$ cat src/ssd_pkg.sv
// Shared types, constants and helpers for the seismic sample decoder.
package ssd_pkg;

   typedef enum logic [2:0] {
      FMT_IBM    = 3'd0,
      FMT_INT32  = 3'd1,
      FMT_INT16  = 3'd2,
      FMT_FIX16  = 3'd3,
      FMT_SINGLE = 3'd4,
      FMT_INT8   = 3'd5,
      FMT_DOUBLE = 3'd6,
      FMT_IBM7   = 3'd7
   } fmt_type;

   localparam logic [0:0] CSR_FORMAT = 1'b0;
   localparam logic [0:0] CSR_ENDIAN = 1'b1;

   // Staged request between the front end and the converter
   typedef struct packed {
      fmt_type     fmt;
      logic [63:0] word;
   } stage_type;

   // Byte-swap the low n bytes (n = 1, 2, 4 or 8)
   function automatic logic [63:0] swap_bytes(input logic [63:0] x, input logic [3:0] n);
      logic [63:0] r;
      r = '0;
      case (n)
         4'd1: r = {56'd0, x[7:0]};
         4'd2: r = {48'd0, x[7:0], x[15:8]};
         4'd4: r = {32'd0, x[7:0], x[15:8], x[23:16], x[31:24]};
         default: r = {x[7:0], x[15:8], x[23:16], x[31:24],
                       x[39:32], x[47:40], x[55:48], x[63:56]};
      endcase
      return r;
   endfunction

   // Index of the highest set bit of a 32-bit value (0 when zero)
   function automatic logic [4:0] msb32(input logic [31:0] v);
      logic [4:0] p;
      p = '0;
      for (int i = 0; i < 32; i++) begin
         if (v[i]) p = 5'(i);
      end
      return p;
   endfunction

endpackage

$ cat src/ssd_front.sv
// Input register: byte selection and byte-order correction.
module ssd_front import ssd_pkg::*; (
   input  logic        clock,
   input  logic        reset,
   input  logic        take,
   input  fmt_type     fmt,
   input  logic        big_endian,
   input  logic [63:0] sample_bytes,
   output logic        stage_valid,
   output stage_type   stage
);
   logic [3:0]  nbytes;
   logic [63:0] masked;
   logic        valid_ff, valid_in;
   stage_type   stage_ff, stage_in;

   // Sample width in bytes by format
   always_comb begin
      case (fmt)
         FMT_INT16:  nbytes = 4'd2;
         FMT_INT8:   nbytes = 4'd1;
         FMT_DOUBLE: nbytes = 4'd8;
         default:    nbytes = 4'd4;
      endcase
   end

   // Drop unused high bytes, then fix the byte order
   always_comb begin
      case (nbytes)
         4'd1: masked = {56'd0, sample_bytes[7:0]};
         4'd2: masked = {48'd0, sample_bytes[15:0]};
         4'd4: masked = {32'd0, sample_bytes[31:0]};
         default: masked = sample_bytes;
      endcase
      stage_in.fmt  = fmt;
      stage_in.word = big_endian ? masked : swap_bytes(masked, nbytes);
      valid_in      = take;
   end

   always_ff @(posedge clock) begin
      if (reset) begin
         valid_ff <= 1'b0;
      end else begin
         valid_ff <= valid_in;
      end
      if (take) begin
         stage_ff <= stage_in;
      end
   end

   assign stage_valid = valid_ff;
   assign stage       = stage_ff;
endmodule

$ cat src/ssd_convert.sv
// Result register: normalize and repack to double.
module ssd_convert import ssd_pkg::*; (
   input  logic        clock,
   input  logic        reset,
   input  logic        stage_valid,
   input  stage_type   stage,
   output logic        rsp_valid,
   output logic [63:0] value_bits
);
   logic [63:0] w, res_in, res_ff;
   logic        valid_ff;
   logic [31:0] ival, mag;
   logic        isign;
   logic [4:0]  p;
   logic [10:0] ebias;
   logic [63:0] shifted;
   logic [23:0] ibm_f;
   logic [6:0]  ibm_e;
   logic [22:0] sm;
   logic [7:0]  se;
   logic [4:0]  pi, ps;
   logic [63:0] ibm_sh, sgl_sh;

   assign w = stage.word;

   // Integer and fixed formats share one sign-magnitude normalizer
   always_comb begin
      case (stage.fmt)
         FMT_INT16: ival = {{16{w[15]}}, w[15:0]};
         FMT_INT8:  ival = {{24{w[7]}}, w[7:0]};
         default:   ival = w[31:0];
      endcase
      isign   = ival[31];
      mag     = isign ? (32'd0 - ival) : ival;
      p       = msb32(mag);
      ebias   = (stage.fmt == FMT_FIX16) ? 11'(1023 - 16) : 11'd1023;
      shifted = {32'd0, mag} << (6'd52 - {1'b0, p});
   end

   // IBM and single-precision fields
   always_comb begin
      ibm_f  = w[23:0];
      ibm_e  = w[30:24];
      pi     = msb32({8'd0, ibm_f});
      ibm_sh = {40'd0, ibm_f} << (6'd52 - {1'b0, pi});
      sm     = w[22:0];
      se     = w[30:23];
      ps     = msb32({9'd0, sm});
      sgl_sh = {41'd0, sm} << (6'd52 - {1'b0, ps});
   end

   // Repack by format
   always_comb begin
      case (stage.fmt)
         FMT_INT32, FMT_INT16, FMT_INT8, FMT_FIX16: begin
            if (mag == 32'd0) res_in = '0;
            else res_in = {isign, 11'(ebias + 11'(p)), shifted[51:0]};
         end
         FMT_SINGLE: begin
            if (se == 8'hFF)
               res_in = {w[31], 11'h7FF, sm, 29'd0};
            else if (se == 8'd0) begin
               if (sm == 23'd0) res_in = {w[31], 63'd0};
               else res_in = {w[31], 11'(11'd874 + 11'(ps)), sgl_sh[51:0]};
            end else
               res_in = {w[31], 11'(11'd896 + 11'(se)), sm, 29'd0};
         end
         FMT_DOUBLE: res_in = w;
         default: begin
            if (ibm_f == 24'd0) res_in = '0;
            else res_in = {w[31],
                           11'(11'(pi) + {2'd0, ibm_e, 2'd0} + 11'd743),
                           ibm_sh[51:0]};
         end
      endcase
   end

   always_ff @(posedge clock) begin
      if (reset) begin
         valid_ff <= 1'b0;
      end else begin
         valid_ff <= stage_valid;
      end
      if (stage_valid) begin
         res_ff <= res_in;
      end
   end

   assign rsp_valid  = valid_ff;
   assign value_bits = res_ff;
endmodule

$ cat src/seismic_sample_to_ieee_double_core.sv
// Top level: seismic trace sample to IEEE double converter.
//  channel   handshake              payload
//  req       start / busy           req_sample_bytes[63:0]
//  rsp       rsp_valid strobe       rsp_value_bits[63:0]
//  csr       csr_valid / csr_ready  csr_index, csr_data[2:0]
// One request per cycle; each result passes the input register, then the
// result register. busy is always low; csr_ready is always high.
// Reset clears the valid pipeline and sets format IBM, big-endian.
// The receiver cannot stall; results appear as one-cycle strobes.
module seismic_sample_to_ieee_double_core import ssd_pkg::*; (
   input  logic        clock,
   input  logic        reset,
   input  logic        start,
   output logic        busy,
   input  logic [63:0] req_sample_bytes,
   output logic        rsp_valid,
   output logic [63:0] rsp_value_bits,
   input  logic        csr_valid,
   output logic        csr_ready,
   input  logic        csr_index,
   input  logic [2:0]  csr_data
);
   fmt_type   fmt_ff;
   logic      endian_ff;
   logic      take;
   logic      stage_valid;
   stage_type stage;

   assign busy      = 1'b0;
   assign csr_ready = 1'b1;
   assign take      = start & ~busy;

   // Configuration registers
   always_ff @(posedge clock) begin
      if (reset) begin
         fmt_ff    <= FMT_IBM;
         endian_ff <= 1'b1;
      end else if (csr_valid && csr_ready) begin
         if (csr_index == CSR_FORMAT) fmt_ff <= fmt_type'(csr_data);
         if (csr_index == CSR_ENDIAN) endian_ff <= csr_data[0];
      end
   end

   ssd_front u_front (
      .clock(clock), .reset(reset), .take(take), .fmt(fmt_ff),
      .big_endian(endian_ff), .sample_bytes(req_sample_bytes),
      .stage_valid(stage_valid), .stage(stage)
   );

   ssd_convert u_convert (
      .clock(clock), .reset(reset), .stage_valid(stage_valid), .stage(stage),
      .rsp_valid(rsp_valid), .value_bits(rsp_value_bits)
   );

   // A result strobe follows each request, through the input and result registers
   a_latency: assert property (@(posedge clock) disable iff (reset)
      take |=> ##1 rsp_valid) else $error("missing result");
   a_no_spurious: assert property (@(posedge clock) disable iff (reset)
      rsp_valid |-> $past(stage_valid)) else $error("spurious result");
   a_double_pass: assert property (@(posedge clock) disable iff (reset)
      (stage_valid && stage.fmt == FMT_DOUBLE) |=> rsp_value_bits == $past(stage.word))
      else $error("double not passed through");
endmodule
$ cat config.mk
export PLATFORM = sky130hd
export DESIGN_NAME = seismic_sample_to_ieee_double_core
export DESIGN_NICKNAME = d
export VERILOG_FILES = /design/src/ssd_pkg.sv /design/src/ssd_front.sv /design/src/ssd_convert.sv /design/src/seismic_sample_to_ieee_double_core.sv
export SDC_FILE = /design/constraint.sdc
export NUM_CORES = 1
export LEC_CHECK = 0
export ABC_CLOCK_PERIOD_IN_PS = 6100
export BUFFER_PORTS_ARGS = -buffer_cell sky130_fd_sc_hd__buf_4
export CAP_MARGIN = 20
export CORE_MARGIN = 3
export CORE_UTILIZATION = 25
export CTS_BUF_LIST = sky130_fd_sc_hd__clkbuf_4 sky130_fd_sc_hd__clkbuf_8
export CTS_CLUSTER_DIAMETER = 30
export CTS_CLUSTER_SIZE = 30
export DETAILED_ROUTE_END_ITERATION = 8
export PLACE_DENSITY = 0.53
export SKIP_LAST_GASP = 1
export SYNTH_ARGS = -nofsm -noshare
export SYNTH_HDL_FRONTEND = slang
export SYNTH_SLANG_ARGS = --single-unit
export TNS_END_PERCENT = 30
$ cat constraint.sdc
create_clock -name clock -period 6.1 [get_ports clock]
set_clock_uncertainty 0.05 [all_clocks]
set_input_delay 1.525 -clock clock [delete_from_list [all_inputs] [get_ports clock]]
set_output_delay 1.525 -clock clock [all_outputs]
set_load 0.02 [all_outputs]
== Word level (Yosys, flattened, before mapping) ==
Index checks and enable logic that the tools add are counted.
W data, S select, Z words.

* Input port bits: 72
* Output and inout port bits: 67
* Register bits: 137
* Logic and storage cells: 107

* Add/subtract/negate cells: 9
* Bitwise operators: 1
* Shift operators: 3
* Equal/unequal tests: 13
* Muxes and demuxes: 67
* Reduce and logical (&&, ||, !) cells: 7

{| class="wikitable"
|+ Operators by type and width
! operator !! count
|-
| $pmux W64 S3 || 3
|-
| $mux W64 || 3
|-
| $mux W63 || 3
|-
| $mux W5 || 25
|-
| $mux W4 || 16
|-
| $pmux W32 S2 || 1
|-
| $shl A23 B6 Y52 || 1
|-
| $shl A24 B6 Y52 || 1
|-
| $shl A32 B6 Y52 || 1
|-
| $logic_not A32 Y1 || 1
|-
| $mux W32 || 1
|-
| $sub A1 B32 Y32 const A || 1
|-
| $logic_not A24 Y1 || 1
|-
| $mux W3 || 8
|-
| $logic_not A23 Y1 || 1
|-
| $sub A6 B5 Y6 const A || 3
|-
| $eq A3 B3 Y1 const B || 5
|-
| $pmux W4 S3 || 1
|-
| $add A10 B5 Y11 const A || 1
|-
| $add A10 B8 Y11 const A || 1
|-
| $add A11 B10 Y11 const B || 1
|-
| $add A11 B5 Y11 || 1
|-
| $add A5 B9 Y10 || 1
|-
| $eq A3 B2 Y1 const B || 3
|-
| 11 further kinds || 16
|}

== Logic depth before layout (Yosys ltp) ==
Gate-level depths: netlist of the first run.

* Depth after elaboration: 39
* Depth in mapped cells: 26
* Depth with buffers taken out: 20

== Hierarchy ==
A second synthesis of the first run with hierarchy kept.

* Cells, all modules: 1,894
* Area, all modules: 15,675.0 um^2

{| class="wikitable"
|+ Modules (own cells, without submodules)
! module !! cells an instance !! seq. area each (um^2) !! area each (um^2) !! times used
|-
| ssd_convert || 1,569 || 1,941.9 || 11,911.4 || 1
|-
| ssd_front || 305 || 2,031.9 || 3,568.4 || 1
|-
| seismic_sample_to_ieee_double_core || 20 || 80.1 || 195.2 || 1
|}

== Worst setup path before layout of the first run ==
No wires, ideal clock.

* Path type: register -> register
* Start: reg u_front.stage_ff, in the netlist u_front.stage[0]
* End: reg u_convert.res_ff[36], in the netlist u_convert.value_bits[36], data pin
* Stages on the path, launching flop included: 24
* Data required time: 5,789 ps
* Period minus slack after synthesis: 6,300 ps
* Buffers on the path: 6
* Slack: -200 ps
* Library setup time: 261 ps
* Arrival: 5,989 ps
* Cells stage by stage: edfxtp_1 clkbuf_1 inv_1 ha_1 or3b_1 buf_2 a211oi_4 nand3b_4 o31ai_2 mux2i_1 nor3_1 o311ai_4 a31oi_4 buf_6 buf_4 inv_1 ha_1 clkbuf_1 inv_1 clkbuf_1 mux4_2 mux2_2 mux2_2 a221o_1

* Longest elaborated chain between the ends: 38
* Elaborated cells on any way between the ends: 47
* Those cells by class: 2 x add/sub; 3 x shift; 39 x mux; 3 x reduce/logical

{| class="wikitable"
|+ RTL lines
! item !! RTL line !! source
|-
| start: declaration || ssd_front.sv:15 || <nowiki>stage_type stage_ff, stage_in;</nowiki>
|-
| start signal: assignment || ssd_front.sv:47 || <nowiki>stage_ff <= stage_in;</nowiki>
|-
| $pmux W32 S2 || ssd_convert.sv:28 || <nowiki>case (stage.fmt)</nowiki>
|-
| $sub A1 B32 Y32 || ssd_convert.sv:34 || <nowiki>mag = isign ? (32'd0 - ival) : ival;</nowiki>
|-
| $mux W32 || ssd_convert.sv:34 ||
|-
| $mux W1 || ssd_pkg.sv:43 || <nowiki>if (v[i]) p = 5'(i);</nowiki>
|-
| $mux W2 (2 in series) || ssd_pkg.sv:43 ||
|-
| $mux W3 (4 in series) || ssd_pkg.sv:43 ||
|-
| $mux W4 (8 in series) || ssd_pkg.sv:43 ||
|-
| $mux W5 (16 in series) || ssd_pkg.sv:43 ||
|-
| $sub A6 B5 Y6 || ssd_convert.sv:37 || <nowiki>shifted = {32'd0, mag} << (6'd52 - {1'b0, p});</nowiki>
|-
| $shl A32 B6 Y52 || ssd_convert.sv:37 ||
|-
| $mux W64 || ssd_convert.sv:56 || <nowiki>if (mag == 32'd0) res_in = '0;</nowiki>
|-
| $pmux W64 S3 (*) || ssd_convert.sv:54 || <nowiki>case (stage.fmt)</nowiki>
|-
| named net u_convert.res_in[36] || ssd_convert.sv:10 || <nowiki>logic [63:0] w, res_in, res_ff;</nowiki>
|-
| end signal: assignment || ssd_convert.sv:85 || <nowiki>res_ff <= res_in;</nowiki>
|-
| end: declaration || ssd_convert.sv:10 ||
|}

Mark *: on every way through the listed nets, which the timed path passes. The rest lies on a longest branch.
A chain may end at the register's enable or synchronous reset.

== Final worst setup path of the first run ==
* Start: reg u_front.stage_ff, in the netlist u_front.stage[15]
* End: reg u_convert.res_ff[37], in the netlist u_convert.value_bits[37], data pin

* Longest elaborated chain between the ends: 37
* Elaborated cells on any way between the ends: 58
* Those cells by class: 4 x add/sub; 3 x shift; 48 x mux; 3 x reduce/logical

{| class="wikitable"
|+ RTL lines
! item !! RTL line
|-
| $pmux W32 S2 || ssd_convert.sv:28
|-
| $mux W32 || ssd_convert.sv:34
|-
| $mux W1 || ssd_pkg.sv:43
|-
| $mux W2 (2 in series) || ssd_pkg.sv:43
|-
| $mux W3 (4 in series) || ssd_pkg.sv:43
|-
| $mux W4 (8 in series) || ssd_pkg.sv:43
|-
| $mux W5 (16 in series) || ssd_pkg.sv:43
|-
| $sub A6 B5 Y6 || ssd_convert.sv:37
|-
| $shl A32 B6 Y52 || ssd_convert.sv:37
|-
| $mux W64 || ssd_convert.sv:56
|-
| $pmux W64 S3 (*) || ssd_convert.sv:54
|-
| named net u_convert.res_in[37] || ssd_convert.sv:10
|}

Marks and branches as above.

==> results.yml, run 1 <==
drt:
  first_pass_iters: 7
  first_iter_violations: 2048
  wl_per_cell_um: 29.1
  via_per_inst: 6.18
  dr_total_vias: 16878
  drc: 0
  postRouteAntennaNets: 0
  drt-total-wl_um: 79500
clocking:
  path_clk_slew_ps: 90
  cts_buffers: 17
  htreeDepth: 4
  cts_max_path_buffers: 2
  cts_sinks: 137
  cts_hold_buf: 0
  cts_root_buf: "clkbuf_8"
  cts_tree: "built"
  insertion_delay_ps: 550
outcome:
  status: "finished clean"
pwr:
  p_switching_mw: 2.69
  cellPowerDensity_nw_per_um2: 300
  p_total_mw: 5.46
  pwr-share-seq_pct: 22.8
  ir_worst_vdd_v: 0.000173
  cellLeakagePower_nw: 6.86
  power.share.clock_pct: 14.3
  switching_share_pct: 49.2
  combPwrFrac_pct: 62.9
  intPower_mw: 2.77
layout:
  layout.nets: 2026
  layout-drive-gt1-share_pct: 23.3
  fillCellCount: 6346
  layout_commonest_cell: "buf_4"
  area_delta_synth_final_pct: 19.3
  final_cell_mix: "buf_4 (285), nor2_1 (199), nand2_1 (196)"
timing:
  period_share_pct: 96.4
  period_needed_ps: 5880
  max_freq_mhz: 170
  finalHoldViolCount: 0
  slew_violations: 0
  worst_pin_slew_ps: 1150
  fin_setup_tns_ps: 0
  slew_headroom_pct: 22.4
  setup_viol: 0
floorplanning:
  initial_core_util_pct: 25.6
  boundaryPins: 139
  design.core.area_um2: 59700
  dieWidth_um: 253
  dieHeight_um: 253
  die_area_um2: 64000
  rows: 89
critical_path:
  cp_top_family: "compound AO/OA/AOI/OAI gates"
  end_kind: "flip-flop"
  slowest_delay_ps: 660
  critPathBufInv: 3
  cp_cell_sequence: "or4b_1 > and2_1 > a2111oi_0 > a31oi_1 > xnor2_2 > a21oi_1 > nor2_1 > a31oi_4 > inv_1 > ha_1 > buf_4 > xnor2_4 > buf_4 > mux2i_1 > mux2i_1 > o221ai_1"
  cp.arrival_ps: 6160
  cp.required_ps: 6380
  path_max_fanout: 20
  cpMaxStageDelayCell: "or4b_1"
  start_kind: "flip-flop"
  worst-setup-path-type: "flip-flop to flip-flop"
synth:
  synth_edf_count: 131
  synth_area_per_cell_um2: 8.47
  netlist_area_um2: 15300
  synth.area.top_cells: "edfxtp_1 (26%), mux2i_1 (8.3%), mux4_2 (7.4%), nor2_1 (4.9%), nand2_1 (4.8%)"
  yosysSeqAreaShare_pct: 26.6
  synth_top_area_share_pct: 25.8
  syn_inst: 1801
  synth.ff_latch_count: 137
  synth_top_area_cell: "edfxtp_1"
  synthFlopType: "edfxtp_1"
  syn_nets: 1885
  yosys_warnings: 0
  async_flop_share_pct: 0
  ys_types: 111
global_routing:
  antenna_found_initial: 4
  grt_pass1_vias: 15810
  grt_pass1_wl_um: 114000
  grt_max_degree: 85
  grt_usage_pct: 24.3
  overflow: 0
placement:
  routabilityCongestion: 1.02
  portBuffers: 136
  post-dp-hpwl_um: 61800
run:
  max_cap_viol_count: 0
worst_hold_path:
  hp-class: "flip-flop to flip-flop"
==> state kept, by name, summed over array words and instances (netlist names) <==
name                  cells
fmt_ff                    3
endian_ff                 1
u_convert.rsp_valid       1
u_front.stage_valid       1
u_convert.value_bits     64
u_front.stage            67
==> logic make-up (layout without fill, tap and decap cells) <==
| family | after synthesis | in the layout | synth area share [%] |
|---|---|---|---|
| and+or+nand+nor | 610 | 610 | 18.6 |
| AOI/OAI and AO/OA | 591 | 591 | 27.5 |
| muxes | 210 | 210 | 18.2 |
| buffers and inverters | 190 | 344 | 5.09 |
| DFF | 137 | 137 | 26.6 |
| xor gates and xnor gates | 49 | 49 | 2.86 |
| adders and majority gates | 12 | 12 | 1.08 |
| other | 2 | 4 | 0.0492 |
==> per-stage QoR <==
step / hold slack [ps] / utilization [%] / cells / cell area [µm²] / setup WS (ps)
final: 484 / 30.5 / 2730 / 18200 / 220
after global placement: 465 / 29.7 / 2692 / 17700 / 319
after detailed placement: 470 / 29.7 / 2693 / 17700 / 281
after floorplan: 356 / - / 1801 / 15300 / 52.3
after global routing: 508 / 30.5 / 2728 / 18200 / -7.53
after CTS: 495 / 30.4 / 2725 / 18100 / 266
==> power by group through the flow <==
stage	registers [mW]	logic (mW)	clock network, mW
final	1.24	3.43	0.782
after global routing	1.25	3.62	0.856
after CTS	1.24	3.34	0.816
after detailed placement	1.26	3.33	0
after global placement	1.26	3.34	0
after floorplan	1.26	2.08	0
==> path summary, 6_finish.rpt <==
check | startpoint | to | slack, ps | cells past startpoint
setup / recovery | u_front.stage[15]$_DFFE_PP_ | u_convert.value_bits[37]$_DFFE_PP_ | 220 | 16
hold / removal | u_front.stage_valid$_SDFF_PP0_ | u_convert.value_bits[5]$_DFFE_PP_ | 480 | 0
setup reg to reg | u_front.stage[15]$_DFFE_PP_ | u_convert.value_bits[37]$_DFFE_PP_ | 220 | 16
hold reg to reg | u_front.stage_valid$_SDFF_PP0_ | u_convert.value_bits[5]$_DFFE_PP_ | 480 | 0
==> synthesized netlist by cell type, drive strengths merged, types with 21 or more instances <==
master,n
xor2,21
nor2,202
inv,24
nand3,36
xnor2,28
edfxtp,131
a31oi,21
o21ai,131
o211ai,27
nand2,198
nor3,54
o22ai,36
a21oi,108
a22oi,43
mux2i,127
mux2,33
o221ai,32
buf,39
clkbuf,125
mux4,50
==> area by class of cell <==
class	instances	area [µm²]	share of cell area, %
sequential	137	4060	22.3
inverter	26	101	0.557
clock buffer	18	248	1.36
tap	773	967	5.31
antenna	2	5.00	0.0275
clock inverter	14	160	0.880
multi-input combinational	1474	10500	57.7
timing repair buffer	286	2160	11.9
==> routing by layer <==
metal  vias to the layer above  global-route usage (%)  routed length (µm)
li1                       7249                       -                   -
met1                      8280                    33.2               33500
met2                      1148                    35.5               33500
met3                       197                    6.97                8730
met4                         4                    10.7                3700
met5                         -                       0                  27
==> worst reg2reg max path, stage by stage (launching register included) <==
cell	delay, ps
edfxtp_1	560
or4b_1	660
and2_1	210
a2111oi_0	630
a31oi_1	360
xnor2_2	300
a21oi_1	310
nor2_1	110
a31oi_4	160
inv_1	100
ha_1	240
buf_4	180
xnor2_4	400
buf_4	350
mux2i_1	520
mux2i_1	220
o221ai_1	320
==> repair_timing <==
action / CTS / global route
endpoints found under the setup margin: 0 / 24
gates resized for setup: 0 / 7
buffers inserted: 0 / 3
Note: power is estimated with default switching activity, not from simulation.
==> inputs of run 2 (changes only) <==
--- a/config.mk
+++ b/config.mk
@@ -9,12 +9,12 @@
 export BUFFER_PORTS_ARGS = -buffer_cell sky130_fd_sc_hd__buf_4
 export CAP_MARGIN = 20
 export CORE_MARGIN = 3
-export CORE_UTILIZATION = 25
+export CORE_UTILIZATION = 35
 export CTS_BUF_LIST = sky130_fd_sc_hd__clkbuf_4 sky130_fd_sc_hd__clkbuf_8
 export CTS_CLUSTER_DIAMETER = 30
 export CTS_CLUSTER_SIZE = 30
 export DETAILED_ROUTE_END_ITERATION = 8
-export PLACE_DENSITY = 0.53
+export PLACE_DENSITY = 0.65
 export SKIP_LAST_GASP = 1
 export SYNTH_ARGS = -nofsm -noshare
 export SYNTH_HDL_FRONTEND = slang
==> results.yml, run 2 (same netlist as run 1, synthesis figures left out) <==
drt:
  top_layer_used: "met4"
  wl_met3_um: 9130
  drc: 0
  dr_total_vias: 16896
  first_pass_iters: 8
  first_iter_violations: 2301
  wl_met2_um: 32800
  postRouteAntennaNets: 0
  met1_length_um: 29100
  wl_per_cell_um: 30.0
  drt-total-wl_um: 75700
  via_per_inst: 6.70
clocking:
  cts_root_buf: "clkbuf_8"
  cts_max_path_buffers: 2
  cts_buffers: 17
  htreeDepth: 4
  cts_sinks: 137
  cts_tree: "built"
  path_clk_slew_ps: 100
  insertion_delay_ps: 540
  cts_hold_buf: 0
pwr:
  cellPowerDensity_nw_per_um2: 304
  ir_worst_vdd_v: 0.000158
  p_total_mw: 5.43
  cellLeakagePower_nw: 6.78
global_routing:
  grt_usage_pct: 31.6
  grt_max_degree: 85
  grt_pass1_vias: 15724
  overflow: 0
  antenna_found_initial: 1
  grt_pass1_wl_um: 109000
layout:
  layout-drive-gt1-share_pct: 22.9
  layout_commonest_cell: "buf_4"
  layout.nets: 2013
  largest_register_ffs: 67
  fin_util_pct: 42.0
  area_delta_synth_final_pct: 17.1
  stdcell_count: 2521
  final_cell_mix: "buf_4 (269), nor2_1 (199), nand2_1 (196)"
timing:
  period_needed_ps: 5920
  worst_pin_slew_ps: 1060
  hold-worst-slack_ps: 501
  slew_violations: 0
  fin_setup_tns_ps: 0
  setup_viol: 0
  slew_headroom_pct: 28.6
  max_freq_mhz: 169
  finalHoldViolCount: 0
  rsz0062_at_grt: "false"
  period_share_pct: 97.0
floorplanning:
  design.core.area_um2: 42500
  die_area_um2: 46100
  initial_core_util_pct: 35.9
  dieHeight_um: 215
  rows: 75
  dieWidth_um: 215
  boundaryPins: 139
worst_hold_path:
  hold_end: "u_convert.value_bits[59]$_DFFE_PP_"
  hold_depth: 2
  min_from: "u_front.stage[59]$_DFFE_PP_"
  hp-class: "flip-flop to flip-flop"
placement:
  post-dp-hpwl_um: 58400
  portBuffers: 136
  dp_cells: 2479
  routabilityCongestion: 1.04
critical_path:
  regToRegEndpoint: "u_convert.value_bits[21]$_DFFE_PP_"
  end_kind: "flip-flop"
  worst-setup-path-type: "flip-flop to flip-flop"
  r2r-start: "u_front.stage[4]$_DFFE_PP_"
  cp_cell_sequence: "or4_1 > a211oi_4 > buf_4 > a22oi_1 > xnor2_1 > o21bai_1 > a221oi_1 > o311ai_4 > a31oi_4 > buf_4 > mux2_2 > mux2i_1 > mux2i_1 > mux2i_1 > o221ai_1"
  cpMaxStageDelayCell: "or4_1"
  path_common_cell: "mux2i_1"
  r2r_cells: 15
  start_kind: "flip-flop"
  rrSetupSlack_ps: 180
  cp.required_ps: 6260
  slowest_delay_ps: 710
  path_max_fanout: 40
  cp.arrival_ps: 6080
run:
  max_cap_viol_count: 0
outcome:
  status: "finished clean"
-- run 2: worst max-delay path by stage --
| stage | end | start | slack, ps | depth (start not counted) |
|---|---|---|---|---|
| finish | u_convert.value_bits[21]$_DFFE_PP_ | u_front.stage[4]$_DFFE_PP_ | 180 | 15 |
| global route | u_convert.value_bits[22]$_DFFE_PP_ | u_front.stage[64]$_DFFE_PP_ | 20 | 17 |
| CTS | u_convert.value_bits[47]$_DFFE_PP_ | u_front.stage[65]$_DFFE_PP_ | 220 | 20 |
| detailed placement | u_convert.value_bits[47]$_DFFE_PP_ | u_front.stage[65]$_DFFE_PP_ | 240 | 20 |
| global placement | u_convert.value_bits[21]$_DFFE_PP_ | u_front.stage[0]$_DFFE_PP_ | 210 | 17 |
| floorplan | u_convert.value_bits[36]$_DFFE_PP_ | u_front.stage[0]$_DFFE_PP_ | 50 | 23 |
-- run 2: area by class of cell --
| cell class | count | area (µm²) |
|---|---|---|
| multi-input cells | 1474 | 10500 |
| diodes | 2 | 5.00 |
| fillers | 4242 | 24600 |
| well taps | 577 | 722 |
| inverters | 26 | 97.6 |
| flip-flops and latches | 137 | 4060 |
| clock buffers | 18 | 241 |
| repair buffers | 273 | 2090 |
| clock inverters | 14 | 136 |
-- run 2: stage by stage --
step	setup slack (ps)	instance area [µm²]
final	181	17900
after global routing	22.3	17900
after CTS	215	17800
after detailed placement	245	17400
after global placement	215	17400
after floorplan	52.3	15300
-- run 2: critical path: cells and delay by family, from the launching register on --
| kind | cells | cell delay [ps] |
|---|---|---|
| buf+inv | 2 | 670 |
| compound gates | 7 | 2020 |
| mux | 4 | 1460 |
| xor+xnor | 1 | 260 |
| flops | 1 | 400 |
| simple gates | 1 | 710 |
-- run 2: repair_timing --
action	in CTS	in global routing
buffers inserted	0	8
endpoints found under the setup margin	0	42
resized for setup	0	6
-- run 2: layer usage --
metal	vias up	GRT usage, %
li1	7241	-
met1	8083	41.1
met2	1313	48.3
met3	259	8.56
met4	0	16.3
met5	-	0
-- run 2: where the power goes --
group / total [mW] / internal [mW] / switching [mW]
clock network: 0.746 / 0.334 / 0.412
logic: 3.43 / 1.27 / 2.16
registers: 1.25 / 1.15 / 0.0984
total: 5.43 / 2.76 / 2.67
